--- config.mk ---
export PLATFORM = sky130hd
export DESIGN_NAME = ima_adpcm_byte_decoder
export DESIGN_NICKNAME = d
export VERILOG_FILES = /design/src/rtl/core/iabd_pkg.sv /design/src/rtl/core/iabd_nibble_dec.sv /design/src/rtl/core/ima_adpcm_byte_decoder.sv
export SDC_FILE = /design/constraint.sdc
export NUM_CORES = 1
export LEC_CHECK = 0
export BUFFER_PORTS_ARGS = -buffer_cell sky130_fd_sc_hd__buf_2
export CAP_MARGIN = 0
export CORE_AREA = 8 8 184 186
export DETAILED_ROUTE_END_ITERATION = 8
export DIE_AREA = 0 0 192 194
export MAX_ROUTING_LAYER = met4
export PLACE_DENSITY = 0.69
export SYNTH_ARGS = -nofsm -noshare
export SYNTH_HDL_FRONTEND = slang
export SYNTH_HIERARCHICAL = 1
export SYNTH_SLANG_ARGS = --single-unit
--- constraint.sdc ---
create_clock -name clk -period 27.3 [get_ports clk]
set_input_delay 2.73 -clock clk [delete_from_list [all_inputs] [get_ports clk]]
set_output_delay 2.73 -clock clk [all_outputs]
set_load 0.02 [all_outputs]
--- src/rtl/core/iabd_pkg.sv ---
// Package for the IMA ADPCM byte decoder: step and index tables, decoder state type.
// No dependencies; imported by iabd_nibble_dec and ima_adpcm_byte_decoder.
`timescale 1ns / 1ps

package iabd_pkg;

  localparam int SAMPLE_W = 16;
  localparam int IDX_W    = 7;
  localparam int STEP_W   = 15;

  localparam logic [IDX_W-1:0] IDX_MAX = 7'd88;

  localparam logic signed [SAMPLE_W+1:0] PRED_MAX = 18'sd32767;
  localparam logic signed [SAMPLE_W+1:0] PRED_MIN = -18'sd32768;

  localparam logic [STEP_W-1:0] STEP_TABLE [89] = '{
    15'd7,     15'd8,     15'd9,     15'd10,    15'd11,
    15'd12,    15'd13,    15'd14,    15'd16,    15'd17,
    15'd19,    15'd21,    15'd23,    15'd25,    15'd28,
    15'd31,    15'd34,    15'd37,    15'd41,    15'd45,
    15'd50,    15'd55,    15'd60,    15'd66,    15'd73,
    15'd80,    15'd88,    15'd97,    15'd107,   15'd118,
    15'd130,   15'd143,   15'd157,   15'd173,   15'd190,
    15'd209,   15'd230,   15'd253,   15'd279,   15'd307,
    15'd337,   15'd371,   15'd408,   15'd449,   15'd494,
    15'd544,   15'd598,   15'd658,   15'd724,   15'd796,
    15'd876,   15'd963,   15'd1060,  15'd1166,  15'd1282,
    15'd1411,  15'd1552,  15'd1707,  15'd1878,  15'd2066,
    15'd2272,  15'd2499,  15'd2749,  15'd3024,  15'd3327,
    15'd3660,  15'd4026,  15'd4428,  15'd4871,  15'd5358,
    15'd5894,  15'd6484,  15'd7132,  15'd7845,  15'd8630,
    15'd9493,  15'd10442, 15'd11487, 15'd12635, 15'd13899,
    15'd15289, 15'd16818, 15'd18500, 15'd20350, 15'd22385,
    15'd24623, 15'd27086, 15'd29794, 15'd32767
  };

  // Decoder state carried from one nibble to the next.
  typedef struct packed {
    logic signed [SAMPLE_W-1:0] predictor;
    logic [IDX_W-1:0]           step_index;
  } dec_state_t;

  // Index table: the sign bit of the code does not matter.
  function automatic logic signed [4:0] idx_adjust(input logic [2:0] mag);
    logic signed [4:0] adj;
    case (mag) inside
      [3'd0:3'd3]: adj = -5'sd1;
      3'd4:        adj = 5'sd2;
      3'd5:        adj = 5'sd4;
      3'd6:        adj = 5'sd6;
      3'd7:        adj = 5'sd8;
      default:     adj = -5'sd1;
    endcase
    return adj;
  endfunction

endpackage

--- src/rtl/core/iabd_nibble_dec.sv ---
// One 4-bit IMA ADPCM code step: table lookup, delta build, saturating add, index update.
// Depends on iabd_pkg.
`timescale 1ns / 1ps

module iabd_nibble_dec import iabd_pkg::*; (
  input  logic [3:0] code,
  input  dec_state_t state_cur,
  output dec_state_t state_new
);

  logic [IDX_W-1:0]         idx_eff;
  logic [STEP_W-1:0]        step;
  logic [SAMPLE_W-1:0]      delta;
  logic signed [SAMPLE_W+1:0] sum;
  logic signed [IDX_W:0]    idx_sum;

  always_comb begin
    // Treat an out-of-range index as the top entry.
    idx_eff = (state_cur.step_index > IDX_MAX) ? IDX_MAX : state_cur.step_index;
    step    = STEP_TABLE[idx_eff];

    delta = SAMPLE_W'(step >> 3);
    if (code[2]) delta = delta + SAMPLE_W'(step);
    if (code[1]) delta = delta + SAMPLE_W'(step >> 1);
    if (code[0]) delta = delta + SAMPLE_W'(step >> 2);

    if (code[3]) begin
      sum = (SAMPLE_W+2)'(state_cur.predictor) - $signed({2'b00, delta});
    end else begin
      sum = (SAMPLE_W+2)'(state_cur.predictor) + $signed({2'b00, delta});
    end

    if (sum > PRED_MAX) begin
      state_new.predictor = PRED_MAX[SAMPLE_W-1:0];
    end else if (sum < PRED_MIN) begin
      state_new.predictor = PRED_MIN[SAMPLE_W-1:0];
    end else begin
      state_new.predictor = sum[SAMPLE_W-1:0];
    end

    idx_sum = $signed({1'b0, idx_eff}) + (IDX_W+1)'(idx_adjust(code[2:0]));
    if (idx_sum < 0) begin
      state_new.step_index = '0;
    end else if (idx_sum > $signed({1'b0, IDX_MAX})) begin
      state_new.step_index = IDX_MAX;
    end else begin
      state_new.step_index = idx_sum[IDX_W-1:0];
    end
  end

endmodule

--- src/rtl/core/ima_adpcm_byte_decoder.sv ---
// Top level of the IMA ADPCM byte decoder: input register, two chained nibble decoders,
// result register and the predictor / step index state. Depends on iabd_pkg, iabd_nibble_dec.
`timescale 1ns / 1ps

// Usage
//   Code channel: code_valid / code_stall carry one ADPCM byte (code_byte) and a
//   restart flag per transfer. Bits 3:0 are decoded first, then bits 7:4.
//   restart clears the predictor and step index before that byte is decoded,
//   as at the start of a clip.
//   PCM channel: pcm_valid / pcm_stall carry first_sample (from the low nibble)
//   and second_sample (from the high nibble) for every byte, in byte order.
//   Path: a transferred byte is held in the input register, decoded by the two
//   chained nibble decoders and presented with pcm_valid from the result register.
//   Throughput: one byte per cycle while the receiver does not stall. The two
//   nibble decodes sit between the input register and the result register;
//   that single chained path of table lookup, add and clamp sets the clock, not the rate.
//   Stall: when the receiver stalls, the result register holds its sample pair
//   and the input register still takes one more byte; only when both are full
//   does code_stall rise. Nothing is dropped.
//   Reset (rst, synchronous, active high): empty both registers, zero the
//   predictor and the step index.

module ima_adpcm_byte_decoder import iabd_pkg::*; (
  input  logic                       clk,
  input  logic                       rst,
  input  logic                       code_valid,
  output logic                       code_stall,
  input  logic [7:0]                 code_byte,
  input  logic                       restart,
  output logic                       pcm_valid,
  input  logic                       pcm_stall,
  output logic signed [SAMPLE_W-1:0] first_sample,
  output logic signed [SAMPLE_W-1:0] second_sample
);

  // Input register
  logic       stage_valid;
  logic [7:0] stage_byte;
  logic       stage_restart;

  // Decoder state
  logic signed [SAMPLE_W-1:0] predictor;
  logic [IDX_W-1:0]           step_index;

  logic       advance;
  dec_state_t state_base;
  dec_state_t state_mid;
  dec_state_t state_end;

  // Move the decoded byte on whenever the result register is free or drains.
  assign advance    = !pcm_valid || !pcm_stall;
  assign code_stall = stage_valid && !advance;

  // Restart applies before the low nibble of the same byte.
  always_comb begin
    if (stage_restart) begin
      state_base.predictor  = '0;
      state_base.step_index = '0;
    end else begin
      state_base.predictor  = predictor;
      state_base.step_index = step_index;
    end
  end

  iabd_nibble_dec u_low_dec (
    .code      (stage_byte[3:0]),
    .state_cur (state_base),
    .state_new (state_mid)
  );

  iabd_nibble_dec u_high_dec (
    .code      (stage_byte[7:4]),
    .state_cur (state_mid),
    .state_new (state_end)
  );

  // Input register: load on every transfer, hold while stalled.
  always_ff @(posedge clk) begin
    if (rst) begin
      stage_valid <= 1'b0;
    end else if (!code_stall) begin
      stage_valid <= code_valid;
    end
    if (code_valid && !code_stall) begin
      stage_byte    <= code_byte;
      stage_restart <= restart;
    end
  end

  // Result register and state update: commit only when the byte moves on.
  always_ff @(posedge clk) begin
    if (rst) begin
      pcm_valid  <= 1'b0;
      predictor  <= '0;
      step_index <= '0;
    end else begin
      if (advance) begin
        pcm_valid <= stage_valid;
      end
      if (advance && stage_valid) begin
        predictor  <= state_end.predictor;
        step_index <= state_end.step_index;
      end
    end
    if (advance && stage_valid) begin
      first_sample  <= state_mid.predictor;
      second_sample <= state_end.predictor;
    end
  end

`ifndef ASSERT_OFF
  a_index_range: assert property (@(posedge clk) disable iff (rst)
    step_index <= IDX_MAX)
    else $error("step index left its range");

  a_empty_no_stall: assert property (@(posedge clk) disable iff (rst)
    !stage_valid |-> !code_stall)
    else $error("code channel stalled with an empty input register");

  a_advance_result: assert property (@(posedge clk) disable iff (rst)
    (stage_valid && advance) |=> pcm_valid)
    else $error("decoded byte did not reach the result register");

  a_restart_small: assert property (@(posedge clk) disable iff (rst)
    (stage_valid && advance && stage_restart) |=>
      (first_sample <= 16'sd13 && first_sample >= -16'sd13))
    else $error("first sample after restart not from the smallest step");

  a_state_hold: assert property (@(posedge clk) disable iff (rst)
    !(stage_valid && advance) |=> ($stable(predictor) && $stable(step_index)))
    else $error("decoder state changed without a byte moving on");
`endif

endmodule
After elaboration in Yosys (flattened, before gate mapping) --
Memories as Yosys holds them, arrays and structs flattened. Index checks and enable logic that the tools add are counted.
Word-level totals: register bits after elaboration 66, memory bits (read-only) 3840, input bits 13, memories 2
Memories:
- (no name shown) | words 128, width 15, rd ports 1, clocked after memory_dff 0, write ports 0, RTL line iabd_nibble_dec.sv:20 | step = STEP_TABLE[idx_eff];
- (no name shown) | words 128, width 15, rd ports 1, clocked after memory_dff 0, write ports 0, RTL line iabd_nibble_dec.sv:20
Operators by class: add/sub/neg operators 12, magnitude comparators 16, equal/unequal tests 8, multiplexer cells 33, bitwise logic cells 2, reduce and logical (&&, ||, !) cells 10
Operators by type and width (count):
- $mux W16 | 10
- $mux W15 | 4
- $mux W5 | 10
- $mux W7 | 6
- $add A16 B17 Y18 | 2
- $gt A18 B16 Y1 const B | 2
- $lt A18 B16 Y1 const B | 2
- $mux W18 | 2
- $sub A16 B17 Y18 | 2
- $add A12 B15 Y16 | 2
- $add A16 B13 Y16 | 2
- $add A16 B14 Y16 | 2
- $eq A3 B3 Y1 const B | 8
- $mux W23 | 1
- $add A8 B5 Y8 | 2
- $ge A8 B8 Y1 const B | 2
- $gt A8 B8 Y1 const B | 2
- $lt A8 B1 Y1 const B | 2
- $not A7 Y8 | 2
- $gt A7 B7 Y1 const B | 2
- $ge A3 B1 Y1 const B | 2
- $le A3 B2 Y1 const B | 2
- $logic_and A1 B1 Y1 | 5
- $logic_not A1 Y1 | 4
- $logic_or A1 B1 Y1 | 1

Logic depth before layout (Yosys ltp) --
Gate-level depths: netlist (run 1).
depth in word-level cells 27, depth in mapped cells 74

Cells and area by module --
Netlist (run 1), hierarchy kept.
By module, submodules not included:
- iabd_nibble_dec at u_high_dec | instances 1, cells each 915, area an instance 6414.9 µm²
- iabd_nibble_dec at u_low_dec | instances 1, cells each 913, area an instance 6364.9 µm²
- ima_adpcm_byte_decoder | instances 1, cells each 176, area an instance 2513.7 µm²

Worst setup path before layout (run 1) --
Ideal clock, no wire load.
path type reg2reg, from register stage_restart, to register predictor[13], arrival 14697 ps, data required time 27228 ps, setup slack 12532 ps, stages on the path, launching flop included 72, period minus slack after synthesis 14768 ps, cells stage by stage edfxtp_1 -> clkbuf_1 -> nor2b_1 -> buf_4 -> buf_2 -> clkbuf_1 -> o21ai_0 -> nand2_1 -> ha_1 -> clkbuf_1 -> inv_1 -> ha_1 -> nor2b_1 -> a21oi_1 -> o21ai_0 -> a21oi_1 -> nor2_1 -> a311oi_1 -> [36 not listed] -> buf_6 -> a311oi_1 -> ha_1 -> nor2b_1 -> o2111ai_1 -> nand3_1 -> o211ai_1 -> nand4_1 -> a2111oi_0 -> or3b_1 -> buf_1 -> nor2b_1 -> nor3b_2 -> a221oi_4 -> buf_4 -> a31oi_1 -> nand2b_1 -> mux2i_1
RTL lines:
- from (decl) | RTL line ima_adpcm_byte_decoder.sv:39 | logic stage_restart;
- from (signal assigned) | RTL line ima_adpcm_byte_decoder.sv:86 | stage_restart <= restart;
- to (signal assigned) | RTL line ima_adpcm_byte_decoder.sv:101 | predictor <= state_end.predictor;
- to (decl) | RTL line ima_adpcm_byte_decoder.sv:42 | logic signed [SAMPLE_W-1:0] predictor;

==> qor.yml, run 1 <==
drt:
  post_drt_wl_per_cell_um: 20.59
  post_drt_via_cell_ratio: 6.568
  post-route-drc-count: 0
  totalWireLength_mm: 49.20
  dr.pass1.iters: 6
  drt_iter0_drc: 1842
  detailroute.via_count: 15690
  ant_nets: 0
synth:
  synth_ff_type: "edfxtp_1"
  syn-mean-instance-area_um2: 7.631
  synth.ff_latch_count: 66
  asyncSetResetFlopFracSynth: 0
  yosys.area.top_type: "ha_1"
  synth.area.top_cells: "ha_1, edfxtp_1, a21oi_1, xnor2_1, o21ai_0"
  ys_warn_count: 6
  synthMostInstantiatedCell: "a21oi_1"
  synthesized_nets: 2187
  count_of_flip_flops_with_a_built_in_enable_after_synthesis: 41
  netlist.area_leader.share: 0.1309
  ys_seq_area_frac: 0.1132
  number_of_different_library_cells_in_the_post_synthesis_netlist: 121
  mappedNetlistArea_mm2: 0.01529
  cells_after_synthesis: 2004
  netlist_top_cells_count: "a21oi_1, ha_1, nor2_1"
timing:
  max_slew_margin: 0.1070
  sum_neg_setup_slack_ns: 0
  period_minus_slack_ns: 17.64
  hold-worst-slack_ns: 0.4706
  tightest_slew_ns: 1.340
  rsz0062_at_grt: "no"
  finalSetupViolCount: 0
  report.final.hold_viol_count: 0
  clock_skew_ns: 0.01169
  final_max_slew_violation_count: 0
  fmax_mhz: 56.69
  post-route-period-util: 0.6461
clocking:
  clkLatencyLatePin_ns: 0.35
  number_of_h_tree_levels: 3
  postCtsResizedCells: 0
  postCtsHoldBufs: 0
  cts_tree: "built"
  cell_chosen_for_the_clock_root: "clkbuf_16"
  cts_buffers: 9
  ctsLongestPathBuffers: 2
  postCtsSetupBuffers: 0
  cts.sink_count: 66
  clk_pin_slew_worst_paths_ns: 0.06
final_layout:
  antenna_cells_inserted: 0
  number_of_filler_instances_in_the_final_layout: 3018
  num-nets-final: 2165
  syn_to_final_growth_pct: 4.287
  drive_above_1_share: 0.1017
floorplanning:
  die_area_mm2: 0.03725
  floorplan.die.width_um: 192
  rows: 65
  y_dimension_of_the_die_um: 194
  top_level_ports: 47
  start_util: 0.4923
  core_area_mm2: 0.03107
power_and_ir_drop:
  peakVddDrop_mv: 0.09855
  power.leakage_nw: 6.684
  power_density_mw_per_mm2: 135.3
worst_setup_path:
  critPathCaptureType: "flop"
  worst_ep_required_time_ns: 27.50
  worst_path_most_repeated_cell: "a21oi_1"
  worstSetupPathType: "reg2reg"
  cpMaxStageDelayCell: "a32oi_1"
  critical_path_arrival_ns: 17.84
  setup.worst_path.start_class: "flop"
  timing.critical_path.max_delay_family: "compound AO/OA/AOI/OAI gates"
  timing.critical_path.buf_inv: 5
  cpPeakStageDelay_ns: 0.99
  crit_fanout: 51
global_routing:
  grt_max_degree: 56
  groute.layer.met2.usage: 0.4059
  grtUsageTotal: 0.2639
  globalRouteMet3Util: 0.03076
  via_count_of_the_first_global_routing_pass: 14840
  grt_overflow_total: 0
  grt_busiest_layer: "met2"
  wire_length_of_the_first_global_routing_pass_mm: 79.14
  grt_antenna_before_repair: 0
  grt_use_met1: 0.3467
placed_design:
  place_congestion: 1.034
  placement.io_buffers: 46
  dp_hpwl_mm: 37.21
min_path:
  hold_path_class: "reg2reg"
job:
  max-cap-violations: 0
outcome:
  outcome: "finished clean"
[path summary, 6_finish.rpt]
path | startpoint | cells after the start | slack [ns] | end
max | stage_restart | 67 | 9.66 | predictor[13]
max reg2reg | stage_restart | 67 | 9.66 | predictor[13]
min | predictor[1] | 2 | 0.47 | predictor[1]
min reg2reg | predictor[1] | 2 | 0.47 | predictor[1]
[logic make-up after synthesis]
logic type,after synthesis,synth area share
xor gates and xnor gates,122,0.06987
and+or+nand+nor,667,0.2361
buffers and inverters,206,0.06488
DFF,66,0.1132
adders and majority gates,170,0.1440
muxes,65,0.04663
AOI/OAI and AO/OA,708,0.3253
[registers in the layout, summed over array words and instances (netlist names)]
signal         cells
stage_byte         8
stage_restart      1
pcm_valid          1
predictor         16
second_sample     16
stage_valid        1
step_index         7
first_sample      16
[worst reg2reg max path, delay by kind of cell, from the launching register on]
family	cells	cell delay, ns
buffers and inverters	5	1.05
AOI/OAI and AO/OA	30	8.34
muxes	3	0.63
xor gates and xnor gates	4	0.66
adders and majority gates	8	3.00
DFF	1	0.36
and+or+nand+nor	17	3.49
[per-stage QoR]
stage	total power [mW]	setup slack [ns]	cells	area, µm²	util
2_1_floorplan	1.641	12.53	2004	15290	-
3_3_place_gp	1.970	10.30	2373	15660	0.5042
3_5_place_dp	2.000	10.16	2373	15660	0.5042
4_1_cts	2.125	10.06	2389	15950	0.5134
5_1_grt	2.366	8.306	2389	15950	0.5134
6_report	2.157	9.661	2389	15950	0.5134
[area by class of cell]
| type | count | area, µm² | share of cell area |
|---|---|---|---|
| Clock inverter | 7 | 60.06 | 0.003766 |
| Multi-Input combinational cell | 1732 | 12600 | 0.7901 |
| Tap cell | 402 | 503.0 | 0.03154 |
| Inverter | 95 | 356.6 | 0.02236 |
| Timing Repair Buffer | 78 | 470.5 | 0.02950 |
| Clock buffer | 9 | 225.2 | 0.01412 |
| Sequential cell | 66 | 1732 | 0.1086 |
[placed cells by master, fill, tap and decap left out, types with 52 or more instances in the layout]
cell	count
nand2_1	142
o21ai_0	114
nor2b_1	52
nor2_1	141
xnor2_1	70
nand2b_1	87
xor2_1	52
inv_1	82
a21oi_1	168
ha_1	160
[metal layers]
layer	vias to the layer above	wire [µm]
li1	7506	-
met1	7345	21330
met2	708	22210
met3	131	3620
met4	0	2027
met5	-	0
[power by group]
| part | total (mW) | internal (mW) | switching [mW] | leakage [nW] |
|---|---|---|---|---|
| clock | 0.115 | 0.0631 | 0.0516 | 0.131 |
| sequential | 0.184 | 0.169 | 0.0146 | 0.590 |
| combinational | 1.86 | 0.747 | 1.11 | 5.96 |
(Power assumes the default switching activity.)
==> run 2: changes to the inputs <==
==> constraint.sdc (replaced) <==
create_clock -name clk -period 18.4 [get_ports clk]
set_input_delay 1.84 -clock clk [delete_from_list [all_inputs] [get_ports clk]]
set_output_delay 1.84 -clock clk [all_outputs]
set_load 0.02 [all_outputs]
==> qor.yml, run 2 (synthesis results as in run 1) <==
outcome:
  outcome: "finished clean"
timing:
  rsz0062_at_grt: "no"
  max_slew_margin: 0.1959  # +0.08893
  sum_neg_setup_slack_ns: 0  # unchanged
  fmax_mhz: 59.44  # +4.8%
  clock_skew_ns: 0.01927  # +0.007573 ns
  post-route-period-util: 0.9144  # +0.2683
  finalSetupViolCount: 0  # unchanged
  final_max_slew_violation_count: 0  # unchanged
  hold-worst-slack_ns: 0.4679  # -0.002696 ns
  tightest_slew_ns: 1.191  # -0.1490 ns
  timing.final.ws_setup_ns: 1.575  # -8.086 ns
  period_minus_slack_ns: 16.82  # -0.8140 ns
  report.final.hold_viol_count: 0  # unchanged
min_path:
  holdCritStartpoint: "step_index[0]"
  worst_hold_path.num_cells: 2  # unchanged
  timing.hold.worst_endpoint: "step_index[0]"
  hold_path_class: "reg2reg"
clocking:
  postCtsHoldBufs: 0  # unchanged
  cts_buffers: 9  # unchanged
  number_of_h_tree_levels: 3  # unchanged
  cts.sink_count: 66  # unchanged
  clk_pin_slew_worst_paths_ns: 0.06  # about the same
  cts_tree: "built"
  ctsLongestPathBuffers: 2  # unchanged
  cell_chosen_for_the_clock_root: "clkbuf_16"
  postCtsResizedCells: 0  # unchanged
  clkLatencyLatePin_ns: 0.35  # about the same
  postCtsSetupBuffers: 0  # unchanged
worst_setup_path:
  worst_path_most_repeated_cell: "a21oi_1"
  r2r_endpoint: "predictor[8]"
  worstSetupPathDepth: 64  # -4.5%
  timing.critical_path.max_delay_family: "compound AO/OA/AOI/OAI gates"
  ff2ff_setup_slack_ns: 1.58  # -8.09 ns
  ff2ff_path_depth: 64  # -4.5%
  setup.worst_path.start_class: "flop"
  cpMaxStageDelayCell: "o311ai_0"
  worst_ep_required_time_ns: 18.59  # -8.91 ns
  crit_fanout: 24  # -53%
  critical_path_arrival_ns: 17.02  # -0.82 ns
  worstSetupPathType: "reg2reg"
  reg2reg_from: "stage_restart"
  cpPeakStageDelay_ns: 0.81  # -0.18 ns
  critPathCaptureType: "flop"
  timing.critical_path.buf_inv: 3  # -2
global_routing:
  grt_antenna_before_repair: 0  # unchanged
  grt_max_degree: 56  # unchanged
  via_count_of_the_first_global_routing_pass: 14660  # -1.2%
  wire_length_of_the_first_global_routing_pass_mm: 79.30  # +0.21%
  grt_overflow_total: 0  # unchanged
  grtUsageTotal: 0.2640  # about the same
power_and_ir_drop:
  power_density_mw_per_mm2: 201.0  # +49%
  peakVddDrop_mv: 0.1462  # +48%
  p_sw_frac: 0.5468  # +0.0006835
  total_switching_power_mw: 1.754  # +49%
  power.leakage_nw: 6.692  # +0.12%
  power.internal_mw: 1.454  # +48%
  clock_power_share: 0.054  # about the same
  share_seq_of_total_power: 0.085  # about the same
  share_comb_of_total_power: 0.861  # about the same
floorplanning:
  start_util: 0.4923  # unchanged
  die_area_mm2: 0.03725  # unchanged
  floorplan.die.width_um: 192  # unchanged
  core_area_mm2: 0.03107  # unchanged
  top_level_ports: 47  # unchanged
  rows: 65  # unchanged
  y_dimension_of_the_die_um: 194  # unchanged
final_layout:
  leading_cell_type_in_the_layout_fill_and_taps_excluded: "a21oi_1"
  num-nets-final: 2166  # +0.046%
  layout_common_cells: "a21oi_1, ha_1, nand2_1, nor2_1, o21ai_0"
  number_of_filler_instances_in_the_final_layout: 3073  # +1.8%
  drive_above_1_share: 0.1021  # +0.0004519
  syn_to_final_growth_pct: 4.344  # about the same
  antenna_cells_inserted: 0  # unchanged
  multi_input_comb_area_mm2: 0.01260  # unchanged
  reg.largest.list: "first_sample (16), predictor (16), second_sample (16)"
  utilization: 0.5137  # about the same
  seq_area_mm2: 0.001732  # unchanged
placed_design:
  detailedPlace.worstSlack_ns: 1.784  # -8.376 ns
  dp_hpwl_mm: 37.34  # +0.33%
  place_congestion: 0.9524  # -7.9%
  placement.io_buffers: 46  # unchanged
job:
  max-cap-violations: 0  # unchanged
drt:
  totalWireLength_mm: 49.44  # +0.50%
  post-route-drc-count: 0  # unchanged
  drt_iter0_drc: 1565  # -15%
  post_drt_via_cell_ratio: 6.592  # +0.38%
  post_drt_wl_per_cell_um: 20.69  # +0.46%
  ant_nets: 0  # unchanged
  dr.pass1.iters: 6  # unchanged
  detailroute.via_count: 15760  # +0.42%
==> run 2: cell types whose count changed in the layout (fill, tap and decap cells not counted), sizes merged <==
cell,before,now
buf,78,79
clkinvlp,3,2
clkinv,4,6
inv,95,94
==> run 2: power groups by stage <==
stage / logic [mW] / registers (mW) / clock network [mW]
2_1_floorplan: 2.14 / 0.300 / 0
3_3_place_gp: 2.65 / 0.276 / 0
3_5_place_dp: 2.70 / 0.277 / 0
4_1_cts: 2.71 / 0.274 / 0.176
5_1_grt: 3.06 / 0.276 / 0.182
6_report: 2.76 / 0.273 / 0.173
==> run 2: worst max path at each step <==
stage | startpoint | end | slack (ns)
after floorplan | stage_restart | predictor[13] | 3.63
after global placement | stage_restart | predictor[4] | 2.22
after detailed placement | stage_restart | predictor[9] | 1.78
after CTS | stage_restart | predictor[3] | 1.68
after global routing | stage_restart | predictor[10] | 0.14
final | stage_restart | predictor[8] | 1.58
==> run 2: layout make-up <==
cell class / count / area share
Clock buffer: 9 / 0.01411
Clock inverter: 7 / 0.003842
Inverter: 95 / 0.02235
Multi-Input combinational cell: 1732 / 0.7897
Sequential cell: 66 / 0.1085
Tap cell: 402 / 0.03152
Timing Repair Buffer: 79 / 0.02995
==> run 2: metal layers <==
layer  up-vias  share of wire  GRT usage
met5         -              0          -
met4         0          0.037    0.09819
met3       120          0.065    0.02536
met2       668           0.46     0.4124
met1      7475           0.44     0.3484
li1       7493              -          -
==> run 2: worst min-delay path: stages (launching register included) <==
cell and delay, ns:
dfxtp_1 0.30, nand2b_1 0.06, mux2i_1 0.06
==> run 2: per-stage QoR <==
step	instance area, µm²	instances	power [mW]
final	15960	2390	3.207
after global routing	15960	2390	3.515
after CTS	15950	2389	3.164
after detailed placement	15660	2373	2.974
after global placement	15660	2373	2.931
after floorplan	15290	2004	2.435
